**config.mk**
```make
export PLATFORM = sky130hd
export DESIGN_NAME = cdrmc_cursor
export DESIGN_NICKNAME = d
export VERILOG_FILES = /design/src/cdrmc_pkg.sv /design/src/cdrmc_cursor.sv
export SDC_FILE = /design/constraint.sdc
export NUM_CORES = 1
export LEC_CHECK = 0
export BUFFER_PORTS_ARGS = -buffer_cell sky130_fd_sc_hd__buf_2
export CORE_AREA = 3 3 78 153
export CTS_BUF_LIST = sky130_fd_sc_hd__clkbuf_16
export CTS_CLUSTER_SIZE = 24
export DETAILED_ROUTE_END_ITERATION = 8
export DIE_AREA = 0 0 81 156
export GPL_TIMING_DRIVEN = 0
export PLACE_DENSITY = 0.54
export RECOVER_POWER = 100
export SLEW_MARGIN = 25
export SYNTH_ARGS = -nofsm -noshare
export SYNTH_HDL_FRONTEND = slang
export SYNTH_SLANG_ARGS = --single-unit
```
**constraint.sdc**
```tcl
create_clock -name aclk -period 11.5 [get_ports aclk]
set_clock_uncertainty 0.2 [all_clocks]
set_input_delay 1.15 -clock aclk [delete_from_list [all_inputs] [get_ports aclk]]
set_output_delay 1.15 -clock aclk [all_outputs]
set_load 0.02 [all_outputs]
```
**src/cdrmc_pkg.sv**
```systemverilog
// ----------------------------------------------------------------------------
// cdrmc_pkg
// Types and constants shared by the marshaling cursor modules.
// ----------------------------------------------------------------------------
`default_nettype none

package cdrmc_pkg;

    localparam int BUF_WORDS = 512;
    localparam int WORD_AW   = $clog2(BUF_WORDS);
    localparam int CAP_BYTES = BUF_WORDS * 8;

    // Wide enough for a cursor plus padding plus an 8-byte primitive.
    localparam int EXT_W = 18;
    localparam logic [EXT_W-1:0] CAP_EXT = EXT_W'(CAP_BYTES);

    localparam int CURSOR_W  = 16;
    localparam int MSG_END_W = 13;
    localparam int VALUE_W   = 64;
    localparam int LANES     = VALUE_W / 8;

    localparam int CFG_IDX_W  = 2;
    localparam int CFG_DATA_W = 13;
    localparam logic [CFG_IDX_W-1:0] CFG_MSG_END      = 2'd0;
    localparam logic [CFG_IDX_W-1:0] CFG_LITTLE_ORDER = 2'd1;

    typedef enum logic [1:0] {
        REQ_DECODE     = 2'd0,
        REQ_ENCODE     = 2'd1,
        REQ_HOST_WRITE = 2'd2,
        REQ_SET_CURSOR = 2'd3
    } req_t;

    // Item fields the cursor unit needs.
    typedef struct packed {
        req_t                req;
        logic [1:0]          size_code;
        logic                write_enable;
        logic [CURSOR_W-1:0] address;
    } item_t;

    // Buffer access derived from one item.
    typedef struct packed {
        logic               rd;
        logic               wr;
        logic [WORD_AW-1:0] idx;
        logic [2:0]         off;
        logic [1:0]         size_code;
    } acc_t;

endpackage

`default_nettype wire

```
**src/cdrmc_cursor.sv**
```systemverilog
// ----------------------------------------------------------------------------
// cdrmc_cursor
// Cursor and overrun state, alignment, bounds checks and buffer access decode.
// ----------------------------------------------------------------------------
`default_nettype none

module cdrmc_cursor
    import cdrmc_pkg::*;
(
    input  wire logic                 aclk,
    input  wire logic                 aresetn,
    input  wire logic                 exec,
    input  wire item_t                item,
    input  wire logic [MSG_END_W-1:0] msg_end,
    output acc_t                      acc,
    output logic      [CURSOR_W-1:0]  cursor,
    output logic                      overrun
);

    logic [CURSOR_W-1:0] cursor_reg, cursor_next;
    logic                overrun_reg, overrun_next;

    logic [EXT_W-1:0] n_ext, mask_ext, aligned, end_pos;
    logic [CURSOR_W-1:0] aligned_sat, end_sat;
    logic dec_bad, enc_bad, host_bad;

    always_comb begin
        n_ext    = EXT_W'(1) << item.size_code;
        mask_ext = n_ext - EXT_W'(1);
        aligned  = ({{(EXT_W-CURSOR_W){1'b0}}, cursor_reg} + mask_ext) & ~mask_ext;
        end_pos  = aligned + n_ext;

        aligned_sat = (aligned > EXT_W'({CURSOR_W{1'b1}})) ? {CURSOR_W{1'b1}}
                                                           : aligned[CURSOR_W-1:0];
        end_sat     = (end_pos > EXT_W'({CURSOR_W{1'b1}})) ? {CURSOR_W{1'b1}}
                                                           : end_pos[CURSOR_W-1:0];

        dec_bad  = (end_pos > EXT_W'(msg_end)) || (end_pos > CAP_EXT);
        enc_bad  = item.write_enable && (end_pos > CAP_EXT);
        host_bad = EXT_W'(item.address) >= CAP_EXT;
    end

    always_comb begin
        acc.rd        = 1'b0;
        acc.wr        = 1'b0;
        acc.idx       = aligned[WORD_AW+2:3];
        acc.off       = aligned[2:0];
        acc.size_code = item.size_code;
        cursor_next   = cursor_reg;
        overrun_next  = overrun_reg;
        unique case (item.req)
            REQ_DECODE: begin
                if (dec_bad) begin
                    overrun_next = 1'b1;
                    cursor_next  = aligned_sat;
                end else begin
                    acc.rd      = 1'b1;
                    cursor_next = end_sat;
                end
            end
            REQ_ENCODE: begin
                acc.wr = item.write_enable && !enc_bad;
                if (enc_bad) begin
                    overrun_next = 1'b1;
                end
                cursor_next = end_sat;
            end
            REQ_HOST_WRITE: begin
                // A single byte at an arbitrary address.
                acc.idx       = WORD_AW'(item.address >> 3);
                acc.off       = item.address[2:0];
                acc.size_code = 2'd0;
                acc.wr        = !host_bad;
                if (host_bad) begin
                    overrun_next = 1'b1;
                end
            end
            REQ_SET_CURSOR: begin
                cursor_next  = item.address;
                overrun_next = 1'b0;
            end
            default: begin
                cursor_next = cursor_reg;
            end
        endcase
    end

    always_ff @(posedge aclk) begin
        if (!aresetn) begin
            cursor_reg  <= '0;
            overrun_reg <= 1'b0;
        end else if (exec) begin
            cursor_reg  <= cursor_next;
            overrun_reg <= overrun_next;
        end
    end

    assign cursor  = cursor_reg;
    assign overrun = overrun_reg;

endmodule

`default_nettype wire

```
==> qor.yml <==
outcome:
  outcome: "finished with violations"
  violations: "max-capacitance violations"
cells_and_area:
  largest_register_ffs: 16
  register_area_um2: 340
  layout-drive-gt1-share_pct: 13.2
  fin_util_pct: 34.7
  final_net_count: 610
  area_delta_synth_final_pct: 17.2
  fillers: 1250
  n_antenna_cell: 0
  multi_input_area_um2: 2680
  instances_no_fill: 676
clock_network:
  hold_buffers: 0
  cts_inserted_buffers: 3
  clk_pin_slew_ns: 0.06
  cts-root-buf: "clkbuf_16"
  cts_tree: "done"
  clkLatencyLatePin_ns: 0.27
  post-cts-setup-buffer-count: 0
  htreeDepth: 1
  cts.sinks: 17
  cts-resized-gates: 0
  cts_buffer_depth: 2
sta:
  period_share_pct: 82.3
  slew_violations: 0
  fin_crit_ns: 9.46
  finalSetupViolations: 0
  fin_setup_tns_ns: 0
  rsz0062_at_grt: "no"
  finalHoldViolations: 0
  slew_headroom_pct: 2.76
  clock.fmax_ghz: 0.106
  timing.hold.ws_ns: 0.273
  tightest_slew_ns: 1.42
synthesis:
  ys_warn_count: 0
  synthArstFlopShare_pct: 0
  synthDominantAreaCellType: "ha_1"
  synth_common_cells: "nand2_1, o21ai_0, a21oi_1"
  synth_edf_count: 0
  synth_ff_type: "dfxtp_1"
  synth.distinct_cells: 74
  ys_ff_latch: 17
  synth.most_common_cell: "nand2_1"
  synth_cells: 457
  avgSynthCellArea_um2: 7.09
  synth_top_area_share_pct: 13.1
  netlist_area_um2: 3240
  ys_seq_area_share_pct: 10.5
  synth_area_leaders: "ha_1, dfxtp_1, o21ai_0"
drt:
  num_vias: 3830
  totalWireLength_mm: 12.5
  viasPerCell: 5.67
  drt_iter0_drc: 260
  first_pass_iters: 5
  antenna_left: 0
  drc: 0
  wl_per_cell_um: 18.5
worst_hold_path:
  hold_class: "flip-flop to flip-flop"
pwr:
  power.leakage_uw: 0.00170
  irDropWorstVdd_uv: 56.2
  powerDensity_nw_per_um2: 111
placed_design:
  dp_cells: 672
  port_buffers: 69
  place_hpwl_mm: 10.3
  gp_congestion: 0.913
floorplanning:
  io_pins: 70
  fp-row-count: 54
  die_h_um: 156
  die_area_um2: 12600
  core_area_um2: 10900
  start_util_pct: 29.6
  die_x_um: 81
grt:
  grt_pass1_vias: 3908
  gr-usage-all-layers_pct: 20.1
  grt_max_degree: 13
  antenna_found_initial: 0
  grt_pass1_wl_mm: 19.8
  grt_overflow: 0
worst_setup_path:
  worstPathMaxFanout: 12
  crit_type: "input port to output pin"
  cp.arrival_ns: 8.11
  endpoint_kind: "output pin"
  required_ns: 10.15
  cp-start-kind: "input port"
job:
  drv_cap: 1
-- critical path, stage by stage --
cell       delay (ns)
buf_2            0.15
nor2_1           0.28
inv_1            0.08
ha_1             0.19
nand2b_1         0.07
clkbuf_1         0.37
inv_1            0.35
ha_1             0.46
nand2_1          0.10
a21oi_1          0.35
o211ai_1         0.31
a2111oi_0        1.17
nand4_2          0.37
xor2_1           0.35
ha_1             0.31
nand4_1          0.15
nor3_1           0.08
nor2_1           0.09
o211ai_1         0.11
a21oi_1          0.25
a2111oi_2        0.12
a2bb2oi_2        0.21
nor3_2           0.36
buf_4            0.29
and2_1           0.14
clkbuf_1         0.23
-- final cells by class --
class                   count  area share (%)
plain buffers              17            2.01
clock buffers               3            1.98
clock inverters             1           0.198
inverters                  35            3.46
multi-input cells         394            70.6
flip-flops and latches     17            8.97
well taps                 140            4.61
repair buffers             69            8.17
-- path summary, 6_finish.rpt --
check             to  startpoint  depth (start not counted)  slack [ns]
max          acc[15]    item[18]                         26        2.04
min          overrun     overrun                          2        0.27
max reg2reg  overrun   cursor[0]                         22        4.57
min reg2reg  overrun     overrun                          2        0.27
-- placed cells by master, fill, tap and decap left out, types with 3 or more instances in the layout --
cell and n:
o211ai_1 4, nand3_1 7, clkbuf_16 3, inv_1 34, o311a_1 12, xnor2_1 12, a21oi_1 38, mux2_2 3
a211o_1 3, nor3_1 11, a21o_1 7, a31oi_1 4, nor4_1 3, a2111oi_0 3, xor2_1 6, nand2b_1 7
ha_1 34, a211oi_1 7, dfxtp_1 17, nand2_1 62, nand4_1 8, or3_1 4, o211a_1 4, conb_1 7
o21a_1 4, clkbuf_1 41, nor2b_1 5, and3_1 8, o21ai_0 48, buf_2 42, nor2_1 29, and2_1 5
mux2i_1 5
-- power by group --
part | leakage (uW) | switching [uW] | internal (uW)
combinational | 0.00153 | 169 | 95.7
clock | 0.0000371 | 31.0 | 47.3
sequential | 0.000141 | 12.0 | 65.5
-- kinds of logic after synthesis --
group                    Yosys count  share of synthesized area, %
XOR/XNOR                          19                          5.56
AO/OA/AOI/OAI                    160                          35.3
flip-flops                        17                          10.5
AND/OR/NAND/NOR                  164                          24.9
buffers and inverters             52                          6.53
adder cells (fa/ha/maj)           36                          14.4
multiplexers                       8                          2.70
other                              1                         0.116
-- layer usage --
metal | wire (um) | global-route usage [%] | vias up
met5 | 0 | 0 | -
met4 | 399 | 8.06 | 0
met3 | 705 | 2.14 | 28
met2 | 6880 | 38.4 | 169
met1 | 4500 | 21.5 | 1789
li1 | - | - | 1844
-- through the flow --
step | setup WS (ns) | power (uW) | area [um2]
2_1_floorplan | 4.77 | 266 | 3260
4_1_cts | 3.43 | 424 | 3860
3_3_place_gp | 3.53 | 340 | 3780
3_5_place_dp | 3.46 | 346 | 3780
6_report | 2.04 | 420 | 3800
5_1_grt | 1.62 | 450 | 3800
Note: power is estimated with default switching activity, not from simulation.
