## config.mk

```make
export PLATFORM = sky130hd
export DESIGN_NAME = cdrmc_lane
export DESIGN_NICKNAME = d
export VERILOG_FILES = /design/src/cdrmc_pkg.sv /design/src/cdrmc_lane.sv
export SDC_FILE = /design/constraint.sdc
export NUM_CORES = 1
export LEC_CHECK = 0
export BUFFER_PORTS_ARGS = -buffer_cell sky130_fd_sc_hd__buf_2
export CAP_MARGIN = 20
export CORE_MARGIN = 1.5
export CORE_UTILIZATION = 37
export DETAILED_ROUTE_END_ITERATION = 16
export MAX_ROUTING_LAYER = met4
export SETUP_SLACK_MARGIN = 0.02
export SYNTH_ARGS = -nofsm -noshare
export SYNTH_HDL_FRONTEND = slang
export SYNTH_SLANG_ARGS = --single-unit
```

## constraint.sdc

```tcl
create_clock -name vclk -period 4.29
set_input_delay 0.429 -clock vclk [all_inputs]
set_output_delay 0.429 -clock vclk [all_outputs]
set_load 0.005 [all_outputs]
```

## src/cdrmc_pkg.sv

```systemverilog
// ----------------------------------------------------------------------------
// cdrmc_pkg
// Types and constants shared by the marshaling cursor modules.
// ----------------------------------------------------------------------------
`default_nettype none

package cdrmc_pkg;

    localparam int BUF_WORDS = 512;
    localparam int WORD_AW   = $clog2(BUF_WORDS);
    localparam int CAP_BYTES = BUF_WORDS * 8;

    // Wide enough for a cursor plus padding plus an 8-byte primitive.
    localparam int EXT_W = 18;
    localparam logic [EXT_W-1:0] CAP_EXT = EXT_W'(CAP_BYTES);

    localparam int CURSOR_W  = 16;
    localparam int MSG_END_W = 13;
    localparam int VALUE_W   = 64;
    localparam int LANES     = VALUE_W / 8;

    localparam int CFG_IDX_W  = 2;
    localparam int CFG_DATA_W = 13;
    localparam logic [CFG_IDX_W-1:0] CFG_MSG_END      = 2'd0;
    localparam logic [CFG_IDX_W-1:0] CFG_LITTLE_ORDER = 2'd1;

    typedef enum logic [1:0] {
        REQ_DECODE     = 2'd0,
        REQ_ENCODE     = 2'd1,
        REQ_HOST_WRITE = 2'd2,
        REQ_SET_CURSOR = 2'd3
    } req_t;

    // Item fields the cursor unit needs.
    typedef struct packed {
        req_t                req;
        logic [1:0]          size_code;
        logic                write_enable;
        logic [CURSOR_W-1:0] address;
    } item_t;

    // Buffer access derived from one item.
    typedef struct packed {
        logic               rd;
        logic               wr;
        logic [WORD_AW-1:0] idx;
        logic [2:0]         off;
        logic [1:0]         size_code;
    } acc_t;

endpackage

`default_nettype wire

```

## src/cdrmc_lane.sv

```systemverilog
// ----------------------------------------------------------------------------
// cdrmc_lane
// Byte-lane steering between primitive values and 64-bit buffer words.
// ----------------------------------------------------------------------------
`default_nettype none

module cdrmc_lane
    import cdrmc_pkg::*;
(
    input  wire logic               little,
    input  wire logic [2:0]         pack_off,
    input  wire logic [1:0]         pack_size,
    input  wire logic [VALUE_W-1:0] pack_value,
    output logic      [VALUE_W-1:0] pack_word,
    output logic      [LANES-1:0]   pack_be,
    input  wire logic [2:0]         unpack_off,
    input  wire logic [1:0]         unpack_size,
    input  wire logic [VALUE_W-1:0] unpack_word,
    output logic      [VALUE_W-1:0] unpack_value
);

    // Store side: lane l carries value byte j = l - off, or n-1-j in big endian.
    always_comb begin
        logic [3:0] n;
        logic [2:0] j;
        logic [2:0] src;
        n = 4'd1 << pack_size;
        pack_word = '0;
        pack_be   = '0;
        for (int l = 0; l < LANES; l++) begin
            j   = 3'(l) - pack_off;
            src = little ? j : 3'(n - 4'd1) - j;
            if ((3'(l) >= pack_off) && ({1'b0, j} < n)) begin
                pack_be[l]          = 1'b1;
                pack_word[l*8 +: 8] = pack_value[src*8 +: 8];
            end
        end
    end

    // Load side: value byte i comes from lane off+i, or off+n-1-i in big endian.
    always_comb begin
        logic [3:0] n;
        logic [2:0] lane;
        n = 4'd1 << unpack_size;
        unpack_value = '0;
        for (int i = 0; i < LANES; i++) begin
            lane = little ? unpack_off + 3'(i) : unpack_off + 3'(n - 4'd1) - 3'(i);
            if (4'(i) < n) begin
                unpack_value[i*8 +: 8] = unpack_word[lane*8 +: 8];
            end
        end
    end

endmodule

`default_nettype wire

```

==> results.py, run 1 <==
metrics = {
    "critical_path": {
        "cp.required_ns": 3.86,
        "critical_path_class": "input pin to output port",
        "critical_path_maximum_fanout": 15,
        "endpoint_kind": "output port",
        "cp.arrival_ns": 3.32,
        "setup.worst_path.start": "unpack_size[1]",
        "worstSetupStartpointType": "input pin",
    },
    "cells_and_area": {
        "final_common_cell": "sky130_fd_sc_hd__buf_2",
        "layout.cells.most_common_list": "275 x sky130_fd_sc_hd__buf_2, 204 x sky130_fd_sc_hd__nand3_1, 96 x sky130_fd_sc_hd__mux4_2",
        "final_layout_size_suffix_gt1_share_pct": 42.0,
        "multi_input_area_um2": 6320,
        "filler_cell_count": 1812,
        "design_area_um2": 8390,
        "number_of_sequential_cells_in_the_layout": 0,
        "layout-area-overhead-vs-synth_pct": 24.3,
        "nClkBuffers": 0,
        "register_area_um2": 0,
        "nNetsFinal": 1213,
    },
    "yosys": {
        "yosysWarnings": 0,
        "synth_simple_gate_area_share_pct": 23.1,
        "synth_mux_area_share_pct": 46.9,
        "sequential_fraction_of_the_synthesis_area_pct": 0,
        "synth_area_in_adders_pct": 5.82,
        "synth-compound-area-share_pct": 12.5,
        "synthDistinctLibCells": 48,
        "post_synthesis_mean_instance_area_um2": 8.25,
        "xor_xnor_share_of_the_synthesized_area_pct": 4.00,
        "synth_cells": 818,
        "mappedNetlistArea_um2": 6750,
        "syn-num-nets": 986,
        "dominant_combinational_cell_family_by_area_after_synthesis": "multiplexers",
    },
    "detailed_routing": {
        "detail_route.drc_violations": 0,
        "drt-total-wl_mm": 26.9,
        "vias_per_cell": 6.18,
        "via_count": 7911,
        "dr.pass1.iters": 5,
        "detail-route-antenna-nets": 0,
        "avgRoutedWirePerCell_um": 21.0,
        "first_iter_violations": 939,
    },
    "grt": {
        "grt_util_all_layers_pct": 27.7,
        "wire_length_of_the_first_global_routing_pass_mm": 41.8,
        "number_of_global_route_vias_before_repair": 7337,
        "maximum_number_of_pins_on_one_net_before_global_route_repair": 56,
        "initial_antenna_violation_count": 8,
        "globalRoute.totalOverflow": 0,
    },
    "flow_run": {
        "max_cap_violations": 0,
    },
    "timing": {
        "period_minus_slack_ns": 3.75,
        "slew-limit-headroom_pct": 27.1,
        "fin_tns_setup_ns": 0,
        "final-hold-violation-count": 0,
        "grt_setup_unrepaired": "no",
        "setup-violations-final": 0,
        "drv_slew": 0,
        "holdWs_ns": 1.39,
        "layout_setup_ws_ns": 0.542,
        "worst_pin_slew_ns": 1.09,
        "max_clock_freq_mhz": 267,
        "fin_crit_sh_pct": 87.4,
    },
    "clock_tree": {
        "cts.repair.resized": 0,
        "cts-hold-fix-buffers": 0,
        "post_cts_buffers": 0,
    },
    "hold_path": {
        "min-delay-start": "unpack_word[13]",
        "min-delay-path-class": "input pin to output port",
    },
    "die": {
        "core.rowCount": 49,
        "die_height_um": 138,
        "coreArea_um2": 17900,
        "initial_utilization_pct": 37.7,
        "boundaryPins": 275,
        "die_x_um": 138,
        "design.die.area_um2": 19100,
    },
    "placed_design": {
        "pre_cts_ws_ns": 0.534,
        "gp_routability_congestion": 0.922,
        "detailedPlacementHpwl_mm": 21.1,
        "place.port_buffers": 275,
        "post_place_instance_area_um2": 8370,
    },
    "outcome": {
        "outcome": "finished, final reports clean",
    },
    "power": {
        "power_per_standard_cell_area_nw_per_um2": 222,
        "power.static_leakage_nw": 3.90,
        "max-vdd-ir-drop_v": 0.0000933,
    },
}
[critical path, stage by stage]
cell and delay (ns):
sky130_fd_sc_hd__buf_2 0.11, sky130_fd_sc_hd__nand2b_1 0.14, sky130_fd_sc_hd__ha_1 0.27, sky130_fd_sc_hd__inv_1 0.04, sky130_fd_sc_hd__ha_1 0.21, sky130_fd_sc_hd__xnor2_2 0.28, sky130_fd_sc_hd__xnor3_2 0.50, sky130_fd_sc_hd__mux2i_4 0.21
sky130_fd_sc_hd__xor2_4 0.58, sky130_fd_sc_hd__buf_4 0.24, sky130_fd_sc_hd__mux2i_1 0.17, sky130_fd_sc_hd__buf_2 0.13
[worst paths after layout]
path              slack [ns]               end  cells after the start
hold / removal          1.39  unpack_value[61]                      6
setup / recovery        0.54  unpack_value[45]                     12
[layer usage]
metal / GRT usage [%] / routed length (um)
met2: 41.9 / 12400
met3: 4.85 / 2900
met4: 7.42 / 716
met1: 38.2 / 10800
met5: - / 0
[cell usage after synthesis (all sizes together) (2+ instances only)]
master / n / share of area [%]
mux4: 96 / 32
ha: 25 / 4.6
nor2: 35 / 2.0
a21o: 7 / 0.78
clkbuf: 44 / 2.6
xnor3: 3 / 1.0
o21a: 2 / 0.22
fa: 4 / 1.2
or3: 2 / 0.19
a21oi: 34 / 2.5
nand2b: 6 / 0.56
mux2i: 87 / 13
and2: 4 / 0.37
xor2: 5 / 1.5
o21ai: 80 / 6.0
nand2: 69 / 3.8
nor2b: 4 / 0.37
buf: 38 / 3.9
nand3: 204 / 15
inv: 22 / 1.2
o21bai: 2 / 0.39
or3b: 2 / 0.26
mux2: 9 / 1.5
nor3: 2 / 0.15
a22o: 16 / 2.1
xnor2: 9 / 1.5
[power by group]
group	switching, mW	internal [mW]	total [mW]	leakage, nW
combinational	0.998	0.866	1.86	3.90
sequential	0	0	0	0
clock	0	0.000000250	0.000000250	0.0000507
[logic make-up after synthesis]
kind of cell    count (synthesis)
xor+xnor                       17
buf+inv                       104
compound gates                145
mux                           192
fa+ha+maj                      29
simple gates                  331
[through the flow]
step           power (mW)  util, %  cells
3_3_place_gp         1.83     46.7   1272
2_1_floorplan        1.25        -    818
3_5_place_dp         1.85     46.7   1272
4_1_cts              1.85     46.7   1272
6_report             1.86     46.8   1280
5_1_grt              2.02     46.8   1280
[final cells by class]
cell class	count	share of cell area (%)
timing repair buffer	307	20.0
tap	229	3.42
multi-input combinational	714	75.3
inverter	22	0.985
antenna	8	0.239
(Power assumes the default switching activity.)
==> inputs of run 2 (changes only) <==
--- a/config.mk
+++ b/config.mk
@@ -5,11 +5,11 @@
 export SDC_FILE = /design/constraint.sdc
 export NUM_CORES = 1
 export LEC_CHECK = 0
-export BUFFER_PORTS_ARGS = -buffer_cell sky130_fd_sc_hd__buf_2
 export CAP_MARGIN = 20
 export CORE_MARGIN = 1.5
 export CORE_UTILIZATION = 37
 export DETAILED_ROUTE_END_ITERATION = 16
+export DONT_BUFFER_PORTS = 1
 export MAX_ROUTING_LAYER = met4
 export SETUP_SLACK_MARGIN = 0.02
 export SYNTH_ARGS = -nofsm -noshare
==> constraint.sdc (replaced) <==
create_clock -name vclk -period 4.29
set_input_delay 0.858 -clock vclk [all_inputs]
set_output_delay 0.858 -clock vclk [all_outputs]
set_load 0.005 [all_outputs]
==> run 2 against run 1 <==
Compared with the run above:
- worst setup slack lost 0.33 ns
- wire length fell by 6.1%
- sequential share of layout area unchanged
- clock-buffer cell count unchanged
- hold slack better by 0.45 ns
- combinational power down 11%
- cell count down 21%
- die area unchanged
- utilization decreased by 6.2 points
- critical path depth decreased by 1
==> results.py, run 2 (synthesis gave the netlist of run 1 again) <==
metrics = {
    "outcome": {
        "outcome": "finished, final reports clean",
    },
    "cells_and_area": {
        "number_of_sequential_cells_in_the_layout": 0,
        "register_area_um2": 0,
        "num_antenna_cells": 0,
        "multi_input_area_um2": 6340,
        "design_area_um2": 7270,
        "layout.cells.most_common_list": "204 x sky130_fd_sc_hd__nand3_1, 96 x sky130_fd_sc_hd__mux4_2, 80 x sky130_fd_sc_hd__mux2i_1",
        "final_layout_size_suffix_gt1_share_pct": 23.3,
        "layout-area-overhead-vs-synth_pct": 7.69,
        "nClkBuffers": 0,
        "filler_cell_count": 1827,
        "nNetsFinal": 955,
        "final_common_cell": "sky130_fd_sc_hd__nand3_1",
    },
    "critical_path": {
        "worstSetupStartpointType": "input pin",
        "endpoint_kind": "output port",
        "crit_path_cell_trace": "or2_2 -> ha_4 -> inv_2 -> ha_4 -> ha_1 -> nor2b_4 -> buf_12 -> o21ai_0 -> nand3_1 -> nand3_1 -> mux2i_1",
        "critical_path_class": "input pin to output port",
        "critical_path.slowest_cell": "sky130_fd_sc_hd__nor2b_4",
        "cp.required_ns": 3.43,
        "cp.arrival_ns": 3.22,
        "critical_path_maximum_fanout": 24,
        "stage_delay_of_the_slowest_cell_on_the_critical_path_ns": 0.43,
    },
    "die": {
        "design.die.area_um2": 19100,
        "initial_utilization_pct": 37.7,
        "core.rowCount": 49,
        "coreArea_um2": 17900,
        "die_x_um": 138,
        "boundaryPins": 275,
        "die_height_um": 138,
    },
    "detailed_routing": {
        "dr.pass1.iters": 5,
        "avgRoutedWirePerCell_um": 24.9,
        "first_iter_violations": 594,
        "drt-total-wl_mm": 25.2,
        "vias_per_cell": 6.95,
        "detail-route-antenna-nets": 0,
        "via_count": 7044,
        "detail_route.drc_violations": 0,
    },
    "power": {
        "power.share.combinational_pct": 100.0,
        "max-vdd-ir-drop_v": 0.000123,
        "p_switching_mw": 0.884,
        "power.static_leakage_nw": 2.81,
        "swShare_pct": 53.5,
        "internal-power_mw": 0.767,
        "power_per_standard_cell_area_nw_per_um2": 227,
        "power.sequential.fraction_pct": 0,
        "power.share.clock_pct": 0,
    },
    "placed_design": {
        "detailedPlacementHpwl_mm": 20.1,
        "gp_routability_congestion": 0.917,
        "post_place_instance_area_um2": 7270,
        "place.port_buffers": 0,
    },
    "grt": {
        "wire_length_of_the_first_global_routing_pass_mm": 38.7,
        "grt.met3_usage_pct": 4.64,
        "grt_util_all_layers_pct": 25.7,
        "number_of_global_route_vias_before_repair": 6561,
        "top_usage_layer": "met2",
        "met2_grt_util_pct": 41.3,
        "fraction_of_met1_tracks_used_by_global_routing_pct": 33.7,
        "maximum_number_of_pins_on_one_net_before_global_route_repair": 38,
        "initial_antenna_violation_count": 0,
        "globalRoute.totalOverflow": 0,
    },
    "timing": {
        "slew-limit-headroom_pct": 33.1,
        "max_clock_freq_mhz": 245,
        "drv_slew": 0,
        "grt_setup_unrepaired": "no",
        "fin_tns_setup_ns": 0,
        "period_minus_slack_ns": 4.08,
        "worst_pin_slew_ns": 1.00,
        "setup-violations-final": 0,
        "fin_crit_sh_pct": 95.0,
        "final-hold-violation-count": 0,
    },
    "flow_run": {
        "max_cap_violations": 0,
    },
    "hold_path": {
        "min-delay-start": "unpack_size[1]",
        "min-delay-path-class": "input pin to output port",
        "worst_hold_path.endpoint": "unpack_value[16]",
        "worstHoldPathCells": 2,
    },
    "clock_tree": {
        "cts.repair.resized": 0,
        "post_cts_buffers": 0,
        "cts-hold-fix-buffers": 0,
    },
}
## run 2: cell count changes in the layout (fill, tap and decap cells not counted), sizes merged
cell / delta
diode: -8
buf: -258
## run 2: how the worst max path moves through the flow
stage	start	to	cells past startpoint
3_3_place_gp	unpack_size[1]	unpack_value[17]	9
6_report	unpack_size[0]	unpack_value[58]	11
4_1_cts	unpack_size[0]	unpack_value[41]	11
3_5_place_dp	unpack_size[0]	unpack_value[40]	11
2_1_floorplan	unpack_size[1]	unpack_value[10]	13
5_1_grt	pack_off[1]	pack_word[0]	9
## run 2: routing by layer
metal | share of wire, % | wire [um] | up-vias
met4 | 3.2 | 811 | 0
met2 | 46 | 11700 | 492
met5 | 0 | 0 | -
li1 | - | - | 3083
met3 | 12 | 3050 | 56
met1 | 38 | 9680 | 3413
## run 2: worst max-delay path, delay by kind of cell
family / cells / cell delay [ns]
muxes: 1 / 0.34
adders and majority gates: 3 / 0.70
buffers and inverters: 2 / 0.27
and+or+nand+nor: 4 / 0.96
AOI/OAI and AO/OA: 1 / 0.08
## run 2: metrics by stage
stage	worst slack [ns]	power, mW	hold slack, ns	util [%]	instances
final	0.213	1.65	1.83	40.6	1014
after global routing	0.0575	1.78	1.85	40.6	1014
after CTS	0.206	1.65	1.83	40.6	1014
after detailed placement	0.220	1.64	1.83	40.6	1014
after global placement	0.251	1.63	1.83	40.6	1014
after floorplan	0.0234	1.25	1.93	-	818
## run 2: final cells by class
class	count	share of cell area, %
repair buffers	49	7.64
inverters	22	1.14
well taps	229	3.94
multi-input cells	714	87.3
## run 2: power by group through the flow
stage / Combinational (mW) / Sequential, mW / Clock [mW]
finish: 1.65 / 0 / 0
global route: 1.78 / 0 / 0
CTS: 1.65 / 0 / 0
detailed placement: 1.64 / 0 / 0
global placement: 1.63 / 0 / 0
floorplan: 1.25 / 0 / 0
==> inputs of run 3 (changes only) <==
--- a/config.mk
+++ b/config.mk
@@ -5,6 +5,7 @@
 export SDC_FILE = /design/constraint.sdc
 export NUM_CORES = 1
 export LEC_CHECK = 0
+export ABC_AREA = 1
 export CAP_MARGIN = 20
 export CORE_MARGIN = 1.5
 export CORE_UTILIZATION = 37
==> run 3 against run 2 <==
Compared with the run above:
- synthesized cell count increased by 81%
- hold slack worse by 0.024 ns
- non-clock buffer count decreased by 20
- total power decreased by 11%
- cell count up 63%
- global-route usage is 3.4 points higher
- sequential share of layout area is the same
- cell area fell by 3.1%
- clock-buffer cell count did not move
- via count rose by 31%
- area after synthesis increased by 4.3%
- fmax is 3.3% higher
- largest cell class unchanged
- largest power group unchanged
==> results.py, run 3 <==
metrics = {
    "hold_path": {
        "min-delay-start": "pack_off[2]",
        "worstHoldPathCells": 1,
        "worst_hold_path.endpoint": "pack_be[3]",
        "min-delay-path-class": "input pin to output port",
    },
    "detailed_routing": {
        "first_iter_violations": 717,
        "routed.top_layer": "met4",
        "drt-total-wl_mm": 29.6,
        "detail-route-antenna-nets": 0,
        "detail_route.wirelength.met1_mm": 10.5,
        "dr.pass1.iters": 7,
        "detail_route.drc_violations": 0,
        "vias_per_cell": 5.57,
        "detailroute.wirelength.met3_mm": 2.47,
        "routed-wl-met2_mm": 15.4,
        "avgRoutedWirePerCell_um": 17.9,
        "via_count": 9215,
    },
    "yosys": {
        "yosys-top-cells-area": "sky130_fd_sc_hd__nand2_1 27%, sky130_fd_sc_hd__nand3_1 22%, sky130_fd_sc_hd__nor2_1 11%, sky130_fd_sc_hd__inv_1 7.9%, sky130_fd_sc_hd__o21ai_0 5.1%",
        "synth_top_area_share_pct": 27.3,
        "syn-num-nets": 1649,
        "yosys-top-cells-count": "512 x sky130_fd_sc_hd__nand2_1, 308 x sky130_fd_sc_hd__nand3_1, 208 x sky130_fd_sc_hd__nor2_1",
        "post_synthesis_mean_instance_area_um2": 4.75,
        "mappedNetlistArea_um2": 7040,
        "synthDistinctLibCells": 40,
        "yosys.area.top_type": "sky130_fd_sc_hd__nand2_1",
        "synth.most_common_cell": "sky130_fd_sc_hd__nand2_1",
        "yosysWarnings": 0,
        "synth_cells": 1481,
        "sequential_fraction_of_the_synthesis_area_pct": 0,
    },
    "cells_and_area": {
        "number_of_sequential_cells_in_the_layout": 0,
        "final_common_cell": "sky130_fd_sc_hd__nand2_1",
        "layout-area-overhead-vs-synth_pct": 0.0177,
        "register_area_um2": 0,
        "nClkBuffers": 0,
        "layout.cells.most_common_list": "512 x sky130_fd_sc_hd__nand2_1, 308 x sky130_fd_sc_hd__nand3_1, 208 x sky130_fd_sc_hd__nor2_1",
        "nNetsFinal": 1590,
        "final_layout_size_suffix_gt1_share_pct": 5.99,
        "num_antenna_cells": 0,
        "final_cells": 1654,
    },
    "clock_tree": {
        "cts.repair.resized": 0,
        "post_cts_buffers": 0,
        "cts-hold-fix-buffers": 0,
    },
    "timing": {
        "worst_pin_slew_ns": 0.730,
        "max_clock_freq_mhz": 253,
        "drv_slew": 0,
        "setup-violations-final": 0,
        "grt_setup_unrepaired": "no",
        "fin_tns_setup_ns": 0,
        "fin_crit_sh_pct": 92.0,
        "slew-limit-headroom_pct": 51.1,
        "final-hold-violation-count": 0,
        "period_minus_slack_ns": 3.95,
    },
    "die": {
        "coreArea_um2": 18700,
        "initial_utilization_pct": 37.6,
        "design.die.area_um2": 19900,
        "die_x_um": 141,
        "boundaryPins": 275,
        "die_height_um": 141,
        "core.rowCount": 50,
    },
    "power": {
        "fin_total_pwr_mw": 1.47,
        "power_per_standard_cell_area_nw_per_um2": 209,
        "power.share.clock_pct": 0,
        "power.share.combinational_pct": 100.0,
        "power.sequential.fraction_pct": 0,
        "power.static_leakage_nw": 3.99,
        "max-vdd-ir-drop_v": 0.0000802,
        "p_switching_mw": 1.02,
        "internal-power_mw": 0.456,
        "swShare_pct": 69.0,
    },
    "flow_run": {
        "max_cap_violations": 0,
    },
    "critical_path": {
        "cp.arrival_ns": 3.09,
        "critical_path_class": "input pin to output port",
        "worstSetupStartpointType": "input pin",
        "cp.required_ns": 3.43,
        "endpoint_kind": "output port",
        "critical_path_maximum_fanout": 17,
    },
    "grt": {
        "maximum_number_of_pins_on_one_net_before_global_route_repair": 65,
        "initial_antenna_violation_count": 0,
        "grt_util_all_layers_pct": 29.0,
        "globalRoute.totalOverflow": 0,
        "wire_length_of_the_first_global_routing_pass_mm": 44.5,
        "number_of_global_route_vias_before_repair": 8240,
    },
    "outcome": {
        "outcome": "finished, final reports clean",
    },
    "placed_design": {
        "detailedPlacementHpwl_mm": 24.1,
        "gp_routability_congestion": 0.974,
        "place.detailed.instances": 1654,
        "place.port_buffers": 0,
    },
}
[run 3: cell types whose count changed in the layout (fill, tap and decap cells not counted), moves of 11 or more]
| cell | before | now |
|---|---|---|
| sky130_fd_sc_hd__a21boi_0 | 0 | 15 |
| sky130_fd_sc_hd__a21boi_1 | 0 | 17 |
| sky130_fd_sc_hd__a21oi_1 | 34 | 8 |
| sky130_fd_sc_hd__a22o_1 | 16 | 0 |
| sky130_fd_sc_hd__buf_12 | 15 | 2 |
| sky130_fd_sc_hd__inv_1 | 20 | 148 |
| sky130_fd_sc_hd__mux2i_1 | 80 | 8 |
| sky130_fd_sc_hd__mux4_2 | 96 | 0 |
| sky130_fd_sc_hd__nand2_1 | 69 | 512 |
| sky130_fd_sc_hd__nand3_1 | 204 | 308 |
| sky130_fd_sc_hd__nor2_1 | 34 | 208 |
| sky130_fd_sc_hd__o21ai_2 | 1 | 12 |
[run 3: power groups by stage]
stage                     clock, mW  sequential, mW  combinational [mW]
after global routing              0               0                1.64
final                             0               0                1.47
after detailed placement          0               0                1.45
after floorplan                   0               0                1.15
after global placement            0               0                1.43
after CTS                         0               0                1.46
[run 3: cells by family (layout without fill, tap and decap cells)]
group,count (synthesis),after routing,share of synthesized area [%]
AOI/OAI and AO/OA,133,133,11.9
and+or+nand+nor,1065,1065,64.6
buffers and inverters,243,182,15.9
xor gates and xnor gates,3,3,0.853
adders and majority gates,29,29,5.58
muxes,8,8,1.14
[run 3: routing by layer]
layer | vias to the layer above | GRT usage [%]
met5 | - | -
met4 | 0 | 11.3
met3 | 69 | 4.42
met2 | 440 | 55.6
met1 | 4133 | 29.6
li1 | 4573 | -
[run 3: through the flow]
step	instance area [um2]	hold WS (ns)	setup WS (ns)	utilization, %
after global placement	7040	1.80	0.414	37.6
final	7040	1.81	0.341	37.6
after floorplan	7040	1.91	0.560	-
after detailed placement	7040	1.80	0.389	37.6
after CTS	7040	1.80	0.381	37.6
after global routing	7040	1.81	0.143	37.6
[run 3: cell type report]
| type | instances | area (um2) |
|---|---|---|
| fillers | 2189 | 11700 |
| multi-input cells | 1238 | 5930 |
| inverters | 153 | 579 |
| well taps | 234 | 293 |
| repair buffers | 29 | 243 |
[run 3: how the worst max path moves through the flow]
| stage | from | to | cells after the start |
|---|---|---|---|
| after CTS | pack_off[1] | pack_word[38] | 10 |
| final | pack_off[1] | pack_word[38] | 10 |
| after detailed placement | pack_off[1] | pack_word[38] | 10 |
| after global placement | pack_off[1] | pack_word[38] | 10 |
| after global routing | pack_off[1] | pack_word[35] | 11 |
| after floorplan | unpack_size[1] | unpack_value[24] | 15 |
[run 3: worst max-delay path, cell delays in order]
cell	delay, ns
sky130_fd_sc_hd__inv_1	0.10
sky130_fd_sc_hd__ha_1	0.46
sky130_fd_sc_hd__inv_1	0.12
sky130_fd_sc_hd__fa_1	0.45
sky130_fd_sc_hd__or2_1	0.27
sky130_fd_sc_hd__nand4_1	0.13
sky130_fd_sc_hd__nand2_4	0.15
sky130_fd_sc_hd__inv_2	0.27
sky130_fd_sc_hd__nor2_1	0.09
sky130_fd_sc_hd__nor2_1	0.18
